`src/sv/ils_pkg.sv`:
```
// Shared types and codes for the indexed LIFO stack.
package ils_pkg;

	localparam int CNT_W  = 5;
	localparam int WORD_W = 32;
	localparam int POS_W  = 4;

	localparam logic [1:0] MODE_PUSH   = 2'd0;
	localparam logic [1:0] MODE_POP    = 2'd1;
	localparam logic [1:0] MODE_PEEK   = 2'd2;
	localparam logic [1:0] MODE_CHANGE = 2'd3;

	localparam logic [1:0] ST_OK       = 2'd0;
	localparam logic [1:0] ST_OVERFLOW = 2'd1;
	localparam logic [1:0] ST_EMPTY    = 2'd2;
	localparam logic [1:0] ST_BADPOS   = 2'd3;

	localparam logic [CNT_W-1:0] CAP_RESET = 5'd16;

	typedef struct packed {
		logic [1:0]              mode;
		logic [POS_W-1:0]        position;
		logic signed [WORD_W-1:0] data_in;
	} req_t;

	typedef struct packed {
		logic signed [WORD_W-1:0] data_out;
		logic [1:0]              status;
		logic [CNT_W-1:0]        entry_count;
		logic                    is_empty;
		logic                    is_full;
	} rsp_t;

	typedef struct packed {
		logic capture;
		logic exec;
	} cmd_t;

endpackage

```
`src/sv/ils_req_if.sv`:
```
// Request channel: valid, ready and one request beat.
interface ils_req_if import ils_pkg::*; ();
	logic valid;
	logic ready;
	req_t data;

	modport source (output valid, output data, input ready);
	modport sink (input valid, input data, output ready);
endinterface

```
`src/sv/ils_rsp_if.sv`:
```
// Result channel: valid, ready and one result beat.
interface ils_rsp_if import ils_pkg::*; ();
	logic valid;
	logic ready;
	rsp_t data;

	modport source (output valid, output data, input ready);
	modport sink (input valid, input data, output ready);
endinterface

```
`src/sv/ils_cfg_if.sv`:
```
// Configuration write channel carrying the capacity register.
interface ils_cfg_if import ils_pkg::*; ();
	logic             valid;
	logic             ready;
	logic [CNT_W-1:0] data;

	modport source (output valid, output data, input ready);
	modport sink (input valid, input data, output ready);
endinterface

```
`src/sv/ils_ctrl.sv`:
```
// Controller: sequences capture and execute of one request and owns the result valid.
module ils_ctrl import ils_pkg::*; (
	input  logic clk,
	input  logic arst_n,
	input  logic in_valid,
	output logic in_ready,
	output logic out_valid,
	input  logic out_ready,
	output cmd_t cmd
);

	localparam logic S_IDLE = 1'b0;
	localparam logic S_EXEC = 1'b1;

	logic state_q;
	logic state_d;
	logic out_valid_q;
	logic out_free;

	assign in_ready    = (state_q == S_IDLE);
	assign out_free    = !out_valid_q || out_ready;
	assign cmd.capture = in_valid && in_ready;
	assign cmd.exec    = (state_q == S_EXEC) && out_free;
	assign out_valid   = out_valid_q;

	always_comb begin
		state_d = state_q;
		unique case (state_q)
			S_IDLE: begin
				if (cmd.capture) state_d = S_EXEC;
			end
			S_EXEC: begin
				if (out_free) state_d = S_IDLE;
			end
			default: state_d = S_IDLE;
		endcase
	end

	always_ff @(posedge clk or negedge arst_n) begin
		if (!arst_n) begin
			state_q     <= S_IDLE;
			out_valid_q <= 1'b0;
		end else begin
			state_q <= state_d;
			if (cmd.exec) out_valid_q <= 1'b1;
			else if (out_ready) out_valid_q <= 1'b0;
		end
	end

endmodule

```
`src/sv/ils_dp.sv`:
```
// Datapath: entry store, fill level, capacity register and result register.
module ils_dp import ils_pkg::*; #(
	parameter int DEPTH = 16
) (
	input  logic             clk,
	input  logic             arst_n,
	input  cmd_t             cmd,
	input  req_t             req,
	input  logic             cfg_we,
	input  logic [CNT_W-1:0] cfg_data,
	output rsp_t             rsp
);

	// Capacity is a 5-bit register, so no more than 31 entries can ever be used.
	localparam int STORE = (DEPTH < 31) ? DEPTH : 31;
	localparam int IDX_W = (STORE > 1) ? $clog2(STORE) : 1;
	localparam logic [CNT_W-1:0] STORE_CAP = CNT_W'(STORE);

	logic signed [WORD_W-1:0] mem [STORE];
	logic signed [WORD_W-1:0] rd_q;
	logic [CNT_W-1:0]         fill_q;
	logic [CNT_W-1:0]         cap_q;
	req_t                     req_s1;
	rsp_t                     rsp_q;

	logic [CNT_W-1:0]         raddr;
	logic [CNT_W-1:0]         cap_eff;
	logic [CNT_W-1:0]         pos_ext;
	logic [CNT_W-1:0]         fill_d;
	logic                     wr_en;
	logic [CNT_W-1:0]         waddr;
	logic signed [WORD_W-1:0] result;
	logic [1:0]               status;

	assign raddr   = (req.mode == MODE_POP) ? fill_q - CNT_W'(1)
	                                        : {1'b0, req.position};
	assign cap_eff = (cap_q > STORE_CAP) ? STORE_CAP : cap_q;
	assign pos_ext = {1'b0, req_s1.position};

	// Entries at or above the fill level are not cleared; a peek there reads as
	// zero because the result is taken from the store only below the fill level.
	always_comb begin
		fill_d = fill_q;
		wr_en  = 1'b0;
		waddr  = fill_q;
		result = '0;
		status = ST_OK;
		case (req_s1.mode)
			MODE_PUSH: begin
				if (fill_q >= cap_eff) begin
					status = ST_OVERFLOW;
				end else begin
					wr_en  = 1'b1;
					fill_d = fill_q + CNT_W'(1);
				end
			end
			MODE_POP: begin
				if (fill_q == '0) begin
					status = ST_EMPTY;
				end else begin
					fill_d = fill_q - CNT_W'(1);
					result = rd_q;
				end
			end
			MODE_PEEK: begin
				if (fill_q == '0) status = ST_EMPTY;
				else if (pos_ext >= cap_eff) status = ST_BADPOS;
				else if (pos_ext < fill_q) result = rd_q;
			end
			default: begin
				waddr = pos_ext;
				if (fill_q == '0) status = ST_EMPTY;
				else if (pos_ext >= fill_q) status = ST_BADPOS;
				else wr_en = 1'b1;
			end
		endcase
	end

	always_ff @(posedge clk) begin
		if (cmd.capture) begin
			rd_q   <= mem[raddr[IDX_W-1:0]];
			req_s1 <= req;
		end
		if (cmd.exec && wr_en) mem[waddr[IDX_W-1:0]] <= req_s1.data_in;
		if (cmd.exec) begin
			rsp_q.data_out    <= result;
			rsp_q.status      <= status;
			rsp_q.entry_count <= fill_d;
			rsp_q.is_empty    <= (fill_d == '0);
			rsp_q.is_full     <= (fill_d >= cap_eff);
		end
	end

	always_ff @(posedge clk or negedge arst_n) begin
		if (!arst_n) begin
			fill_q <= '0;
			cap_q  <= CAP_RESET;
		end else begin
			if (cmd.exec) fill_q <= fill_d;
			if (cfg_we) cap_q <= cfg_data;
		end
	end

	assign rsp = rsp_q;

endmodule

```
`src/sv/indexed_lifo_stack.sv`:
```
// Top level of the indexed LIFO stack: controller plus datapath.
//
//   channel  modport  beat
//   req      sink     mode, position, data_in
//   rsp      source   data_out, status, entry_count, is_empty, is_full
//   cfg      sink     capacity (always ready)
//
// A request is captured, reading the single store port into a register,
// then executed, updating the fill level, store and result register.
// A new request is taken while the previous result still waits; execution
// stalls while the result register is full and rsp.ready is low.
// Reset clears the fill level and sets capacity to 16; the store needs no
// clearing pass because entries above the fill level read as zero.
module indexed_lifo_stack import ils_pkg::*; #(
	parameter int DEPTH = 16
) (
	input logic      clk,
	input logic      arst_n,
	ils_req_if.sink  req,
	ils_rsp_if.source rsp,
	ils_cfg_if.sink  cfg
);

	cmd_t cmd;

	assign cfg.ready = 1'b1;

	ils_ctrl u_ctrl (
		.clk       (clk),
		.arst_n    (arst_n),
		.in_valid  (req.valid),
		.in_ready  (req.ready),
		.out_valid (rsp.valid),
		.out_ready (rsp.ready),
		.cmd       (cmd)
	);

	ils_dp #(.DEPTH(DEPTH)) u_dp (
		.clk      (clk),
		.arst_n   (arst_n),
		.cmd      (cmd),
		.req      (req.data),
		.cfg_we   (cfg.valid),
		.cfg_data (cfg.data),
		.rsp      (rsp.data)
	);

endmodule

```
`src/flat_wrapper.sv`:
```
// flat-port wrapper written by rule: the top's interface ports become plain ports
module indexed_lifo_stack_flat import ils_pkg::*;
#(
	parameter int DEPTH = 16
)
  (clk, arst_n, req_valid, req_data, req_ready, rsp_valid, rsp_data, rsp_ready, cfg_valid, cfg_data, cfg_ready);
  ils_req_if req_i ();
  ils_rsp_if rsp_i ();
  ils_cfg_if cfg_i ();
  input logic clk;
  input logic arst_n;
  input wire logic [$bits(req_i.valid)-1:0] req_valid;
  input wire logic [$bits(req_i.data)-1:0] req_data;
  output wire logic [$bits(req_i.ready)-1:0] req_ready;
  output wire logic [$bits(rsp_i.valid)-1:0] rsp_valid;
  output wire logic [$bits(rsp_i.data)-1:0] rsp_data;
  input wire logic [$bits(rsp_i.ready)-1:0] rsp_ready;
  input wire logic [$bits(cfg_i.valid)-1:0] cfg_valid;
  input wire logic [$bits(cfg_i.data)-1:0] cfg_data;
  output wire logic [$bits(cfg_i.ready)-1:0] cfg_ready;
  assign req_i.valid = req_valid;
  assign req_i.data = req_data;
  assign req_ready = req_i.ready;
  assign rsp_valid = rsp_i.valid;
  assign rsp_data = rsp_i.data;
  assign rsp_i.ready = rsp_ready;
  assign cfg_i.valid = cfg_valid;
  assign cfg_i.data = cfg_data;
  assign cfg_ready = cfg_i.ready;
  indexed_lifo_stack #(.DEPTH(DEPTH)) u_core (.clk(clk), .arst_n(arst_n), .req(req_i), .rsp(rsp_i), .cfg(cfg_i));
endmodule
```
`config.mk`:
```
export PLATFORM = sky130hd
export DESIGN_NAME = indexed_lifo_stack_flat
export DESIGN_NICKNAME = d
export VERILOG_FILES = /design/src/sv/ils_pkg.sv /design/src/sv/ils_req_if.sv /design/src/sv/ils_rsp_if.sv /design/src/sv/ils_cfg_if.sv /design/src/sv/ils_ctrl.sv /design/src/sv/ils_dp.sv /design/src/sv/indexed_lifo_stack.sv /design/src/flat_wrapper.sv
export SDC_FILE = /design/constraint.sdc
export NUM_CORES = 1
export LEC_CHECK = 0
export ABC_AREA = 0
export ABC_CLOCK_PERIOD_IN_PS = 8400
export BUFFER_PORTS_ARGS = -buffer_cell sky130_fd_sc_hd__buf_4
export CAP_MARGIN = 20
export CORE_ASPECT_RATIO = 0.8
export CORE_MARGIN = 1.5
export CORE_UTILIZATION = 45
export DETAILED_ROUTE_END_ITERATION = 16
export GPL_ROUTABILITY_DRIVEN = 0
export GPL_TIMING_DRIVEN = 0
export PLACE_DENSITY_LB_ADDON = 0.25
export SETUP_SLACK_MARGIN = 0.05
export SYNTH_ARGS = -nofsm -noshare
export SYNTH_HDL_FRONTEND = slang
export SYNTH_SLANG_ARGS = --single-unit
```
`constraint.sdc`:
```
create_clock -name clk -period 8.4 [get_ports clk]
set_input_delay 1.68 -clock clk [delete_from_list [all_inputs] [get_ports clk]]
set_output_delay 1.68 -clock clk [all_outputs]
set_load 0.01 [all_outputs]
```
==> flow_summary.json, run 1 <==
{
  "finalCritPeriodShare": 0.465,
  "finish.utilization": 0.531,
  "powerDensity_nw_per_um2": 286,
  "grt_pass1_wl_um": 81500,
  "fin_cells": 2132,
  "required_ns": 8.72,
  "htreeDepth": 2,
  "drc": 0,
  "rsz0062_at_grt": "no",
  "met2_length_um": 26100,
  "worst_setup_path_start_kind": "register",
  "synth_xor_area_frac": 0.000703,
  "yosys.area_share.simple": 0.0168,
  "fp-row-count": 76,
  "clk_latency_ns": 0.63,
  "nets": 1413,
  "core_um2": 54300,
  "hold_class": "reg2reg",
  "met3_length_um": 3030,
  "relSlewSlack": 0.258,
  "ctsHoldBuffers": 0,
  "drv_cap": 0,
  "synth.most_common_cell": "edfxtp_1",
  "synth_cell_type_count": 64,
  "synthAdderAreaFrac": 0.0116,
  "hp-start": "u_core.u_dp.cap_q[3]$_DFFE_PN0P_",
  "cts_buffer_depth": 3,
  "dp.cells": 2021,
  "first_global_vias": 12300,
  "power_w": 0.00826,
  "die_w_um": 266,
  "irDropWorstVdd_mv": 0.148,
  "num_vias": 12000,
  "final-setup-viol-count": 0,
  "worst-path-max-fanout": 18,
  "ys.flop_type": "edfxtp_1",
  "setup.worst_path.end_class": "register",
  "grt_max_degree": 51,
  "syn-mean-instance-area_um2": 21.3,
  "clk_pin_slew_ns": 0.06,
  "cts_tree": "yes",
  "p_leak_nw": 9.72,
  "worstSetupPathType": "reg2reg",
  "wl_per_cell_um": 26.0,
  "wl_um": 55500,
  "hold_viol": 0,
  "postCtsSetupRepairBufs": 0,
  "synth_commonest_cells": "edfxtp_1 (623), mux4_2 (123), mux2i_1 (97)",
  "max_freq_ghz": 0.256,
  "port_buffers": 90,
  "cts_buffers": 60,
  "synth_top_family_by_area": "multiplexers",
  "drt_pass1_iterations": 5,
  "finalMaxSlewViolations": 0,
  "cts.sinks": 635,
  "vias_per_cell": 5.64,
  "clockRootBuffer": "clkbuf_16",
  "track_usage": 0.200,
  "hold_depth": 1,
  "yosys_warnings": 0,
  "drt_iter0_markers": 1268,
  "synth_edf_count": 623,
  "r2r_start": "u_core.u_dp.cap_q[4]$_DFFE_PN1P_",
  "grt.overflow.total": 0,
  "start_util": 0.459,
  "ys_ff_latch": 635,
  "fin_tns_setup_ns": 0,
  "highest_layer": "met4",
  "period_needed_ns": 3.90,
  "ant_nets": 0,
  "worst_slew_pin_slew_ns": 1.11,
  "syn_area_um2": 24900,
  "run_status": "finished clean",
  "muxShareOfSynthArea": 0.159,
  "num_antenna_cells": 0,
  "synth_compound_area_frac": 0.0272,
  "min_to": "u_core.u_dp.cap_q[3]$_DFFE_PN0P_",
  "rr_endpoint": "u_core.u_dp.mem[9][23]$_DFFE_PP_",
  "synth_nets": 1242,
  "synth_top_cell_area_share": 0.751,
  "area_growth_pct": 15.8,
  "dpl.hpwl_um": 34500,
  "die_h_um": 213,
  "die_area_um2": 56800,
  "synthTopCellsByArea": "edfxtp_1 (75%), mux4_2 (11%), mux2i_1 (3.9%)",
  "rrSetupSlack_ns": 4.50,
  "async_flop_share": 0.0189,
  "ios": 92,
  "arrival_ns": 4.22,
  "post_cts_resized": 0,
  "finalClockSkew_ns": 0.0185,
  "fill_cells": 4205,
  "synth_top_cell_by_area": "edfxtp_1",
  "seq_area_frac_synth": 0.763,
  "drive_gt1_frac": 0.281,
  "rr_worst_depth": 10,
  "synthCells": 1171,
  "antenna_found_initial": 0,
  "met1_length_um": 25300
}
==> metrics by stage <==
step	worst slack [ns]	hold slack, ns	area (µm²)
4_1_cts	4.53	0.510	28800
5_1_grt	4.21	0.528	28800
2_1_floorplan	3.14	0.473	24900
6_report	4.50	0.507	28800
3_5_place_dp	4.06	0.496	27000
3_3_place_gp	-0.0833	0.491	26500
==> logic make-up (layout without fill, tap and decap cells) <==
family	count (synthesis)	after routing
mux	233	233
other cells	1	1
fa+ha+maj	23	23
simple gates	79	79
flops	635	635
xor+xnor	2	2
compound gates	92	92
buf+inv	106	326
==> registers in the layout, summed over array words and instances (netlist names) <==
register	flops
u_core.u_dp.cap_q	5
u_core.u_dp.req_s1	34
u_core.u_dp.pos_ext	4
u_core.u_ctrl.state_q	1
u_core.u_dp.mem	512
u_core.u_dp.rd_q	32
u_core.u_dp.fill_q	5
u_core.u_dp.rsp	41
u_core.u_ctrl.out_valid	1
==> critical path, stage by stage, from the launching register on <==
cell	delay (ns)
dfstp_2	0.59
inv_1	0.12
nand2_1	0.17
ha_1	0.28
a21o_1	0.18
a31oi_1	0.18
o211ai_1	0.33
o41ai_1	0.43
nand2_1	0.34
nor2_4	0.66
buf_12	0.28
==> worst max path at each step <==
stage	start	to	slack (ns)
global placement	req_valid	u_core.u_dp.req_s1[17]$_DFFE_PP_	-0.08
detailed placement	req_data[37]	u_core.u_dp.rd_q[8]$_DFFE_PP_	4.06
CTS	u_core.u_dp.cap_q[4]$_DFFE_PN1P_	u_core.u_dp.mem[8][23]$_DFFE_PP_	4.53
finish	u_core.u_dp.cap_q[4]$_DFFE_PN1P_	u_core.u_dp.mem[9][23]$_DFFE_PP_	4.50
floorplan	req_valid	u_core.u_dp.pos_ext[0]$_DFFE_PP_	3.14
global route	u_core.u_dp.cap_q[4]$_DFFE_PN1P_	u_core.u_dp.mem[8][17]$_DFFE_PP_	4.21
==> layout by cell type (no fill, tap or decap), types with 11 or more instances in the layout <==
cell / count
clkbuf_16: 61
edfxtp_1: 623
buf_4: 94
nand2_1: 21
buf_2: 18
dfrtp_1: 11
ha_1: 23
mux4_2: 123
nor2_4: 16
a211oi_1: 32
clkinv_2: 16
clkbuf_1: 35
a21oi_1: 11
inv_1: 43
clkinv_1: 14
buf_6: 13
mux2i_1: 97
buf_12: 19
==> final cells by class <==
class	instances	area, µm²	share of cell area
plain buffers	60	364	0.0126
clock buffers	76	1580	0.0549
clock inverters	35	226	0.00785
inverters	46	173	0.00599
multi-input cells	430	5490	0.191
flip-flops and latches	635	19000	0.659
well taps	741	927	0.0322
repair buffers	109	1060	0.0366
==> per-layer routing <==
metal	track usage	vias up
li1	-	5175
met1	0.294	6343
met2	0.318	412
met3	0.0291	84
met4	0.0537	0
met5	0	-
==> power breakdown <==
part	switching [W]	internal, W
registers	0.000180	0.00389
logic	0.000990	0.000673
clock network	0.00116	0.00136
Note: power is estimated with default switching activity, not from simulation.
==> inputs of run 2 (changes only) <==
--- a/config.mk
+++ b/config.mk
@@ -6,7 +6,7 @@
 export NUM_CORES = 1
 export LEC_CHECK = 0
 export ABC_AREA = 0
-export ABC_CLOCK_PERIOD_IN_PS = 8400
+export ABC_CLOCK_PERIOD_IN_PS = 3450
 export BUFFER_PORTS_ARGS = -buffer_cell sky130_fd_sc_hd__buf_4
 export CAP_MARGIN = 20
 export CORE_ASPECT_RATIO = 0.8
==> constraint.sdc (replaced) <==
create_clock -name clk -period 3.45 [get_ports clk]
set_input_delay 0.69 -clock clk [delete_from_list [all_inputs] [get_ports clk]]
set_output_delay 0.69 -clock clk [all_outputs]
set_load 0.01 [all_outputs]
==> run 2 against run 1 <==
Worst hold slack lost 0.28 ns. Cell area is 2.5% higher. Via count grew 2.5%. Critical path depth increased by 2. Clock skew rose by 0.0058 ns.
==> flow_summary.json, run 2 (synthesized netlist as in run 1, its figures left out) <==
{
  "run_status": "finished clean",
  "crit_chain": "inv_1 > nand2_1 > ha_1 > a21o_1 > a31oi_2 > o211ai_1 > buf_4 > o41ai_1 > nand2_2 > buf_4 > nor2_4 > buf_12",
  "rsz0062_at_grt": "yes",
  "grt.overflow.total": 0,
  "htreeDepth": 2,
  "core_um2": 54300,
  "dp.cells": 2021,
  "final_common_cell": "edfxtp_1",
  "largest_reg_flops": 512,
  "arrival_ns": 3.66,
  "num_vias": 12300,
  "hold_class": "in2reg",
  "clk_latency_ns": 0.63,
  "slowest_delay_ns": 0.55,
  "vias_per_cell": 5.70,
  "p_leak_nw": 10.0,
  "internal_power_w": 0.0153,
  "crit_slowest_cell": "dfstp_2",
  "clk_pin_slew_ns": 0.07,
  "drive_gt1_frac": 0.315,
  "relSlewSlack": 0.297,
  "hold_viol": 0,
  "clkPwrFrac": 0.326,
  "grt_pass1_wl_um": 82400,
  "die_w_um": 266,
  "power_frac_seq": 0.471,
  "finalClockSkew_ns": 0.0244,
  "max_freq_ghz": 0.299,
  "drt_pass1_iterations": 5,
  "nets": 1441,
  "ios": 92,
  "port_buffers": 90,
  "worst_slew_pin_slew_ns": 1.05,
  "rrSetupSlack_ns": 0.10,
  "worst-path-max-fanout": 21,
  "finalCritPeriodShare": 0.970,
  "combPwrFrac": 0.203,
  "die_h_um": 213,
  "powerDensity_nw_per_um2": 712,
  "cts_tree": "yes",
  "cts_buffers": 59,
  "final-setup-viol-count": 0,
  "start_util": 0.459,
  "clockRootBuffer": "clkbuf_16",
  "antenna_found_initial": 0,
  "drv_cap": 0,
  "hold-worst-slack_ns": 0.231,
  "required_ns": 3.77,
  "fin_cells": 2161,
  "period_needed_ns": 3.35,
  "layout_common_cells": "edfxtp_1 (623), mux4_2 (123), buf_4 (110)",
  "die_area_um2": 56800,
  "irDropWorstVdd_mv": 0.514,
  "num_antenna_cells": 0,
  "finalMaxSlewViolations": 0,
  "worstSetupPathType": "reg2reg",
  "drc": 0,
  "area_growth_pct": 18.7,
  "cts_buffer_depth": 3,
  "worst_setup_path_start_kind": "register",
  "swShare": 0.275,
  "wl_per_cell_um": 26.5,
  "wl_um": 57200,
  "drt_iter0_markers": 1518,
  "ant_nets": 0,
  "fp-row-count": 76,
  "cts.sinks": 635,
  "track_usage": 0.204,
  "setup.worst_path.end_class": "register",
  "power_switching_w": 0.00579,
  "dpl.hpwl_um": 35100,
  "first_global_vias": 12100,
  "grt_max_degree": 51,
  "crit_top_cell": "buf_4"
}
run 2: through the flow:
| stage | utilization | total power [W] | setup WS (ns) | area, µm² | TNS (ns) |
|---|---|---|---|---|---|
| floorplan | - | 0.0125 | -0.347 | 24900 | -107.74 |
| CTS | 0.542 | 0.0211 | 0.0530 | 29500 | 0 |
| finish | 0.544 | 0.0210 | 0.102 | 29600 | 0 |
| global route | 0.544 | 0.0218 | -0.0727 | 29600 | -2.28 |
| global placement | 0.489 | 0.0140 | -2.68 | 26500 | -1191.79 |
| detailed placement | 0.498 | 0.0142 | -0.524 | 27000 | -102.39 |
run 2: worst max-delay path: cells and delay by family (launching register included):
kind / cells / cell delay (ns)
flops: 1 / 0.55
simple gates: 3 / 0.43
fa+ha+maj: 1 / 0.29
buf+inv: 4 / 0.78
compound gates: 4 / 0.96
run 2: what timing repair did:
action                                  4_1_cts  5_1_grt
hold endpoints to repair                     11        0
resized for setup                            13       19
setup buffers                                23        5
endpoints found under the setup margin      526      516
hold buffers                                  1        0
pin swaps                                    14        7
run 2: power by group through the flow:
stage          Clock [W]  Combinational [W]  Sequential (W)
2_1_floorplan          0            0.00245          0.0100
3_3_place_gp           0            0.00389          0.0101
3_5_place_dp           0            0.00408          0.0101
4_1_cts          0.00699            0.00418         0.00992
5_1_grt          0.00726            0.00456         0.00999
6_report         0.00687            0.00427         0.00991
run 2: worst paths after layout:
| check | from | end | depth (start not counted) |
|---|---|---|---|
| setup / recovery | u_core.u_dp.cap_q[4]$_DFFE_PN1P_ | u_core.u_dp.mem[10][16]$_DFFE_PP_ | 12 |
| hold / removal | req_data[24] | u_core.u_dp.req_s1[24]$_DFFE_PP_ | 1 |
| setup reg to reg | u_core.u_dp.cap_q[4]$_DFFE_PN1P_ | u_core.u_dp.mem[10][16]$_DFFE_PP_ | 12 |
| hold reg to reg | u_core.u_dp.cap_q[2]$_DFFE_PN0P_ | u_core.u_dp.cap_q[2]$_DFFE_PN0P_ | 1 |
| max in group asynchronous | arst_n | u_core.u_dp.cap_q[4]$_DFFE_PN1P_ | 2 |
| min in group asynchronous | arst_n | u_core.u_dp.cap_q[3]$_DFFE_PN0P_ | 2 |
run 2: final cells by class:
| cell class | count | area (µm²) |
|---|---|---|
| flip-flops and latches | 635 | 19000 |
| repair buffers | 138 | 1440 |
| inverters | 46 | 178 |
| fillers | 4133 | 24700 |
| plain buffers | 60 | 385 |
| multi-input cells | 430 | 5570 |
| well taps | 741 | 927 |
| clock inverters | 42 | 510 |
| clock buffers | 69 | 1540 |
run 2: routing by layer:
layer  up-vias  routed length (µm)  track usage
met4         0                1050       0.0505
li1       5237                   -            -
met2       474               26100        0.314
met5         -                   0            0
met1      6529               25800        0.308
met3        72                4180       0.0346
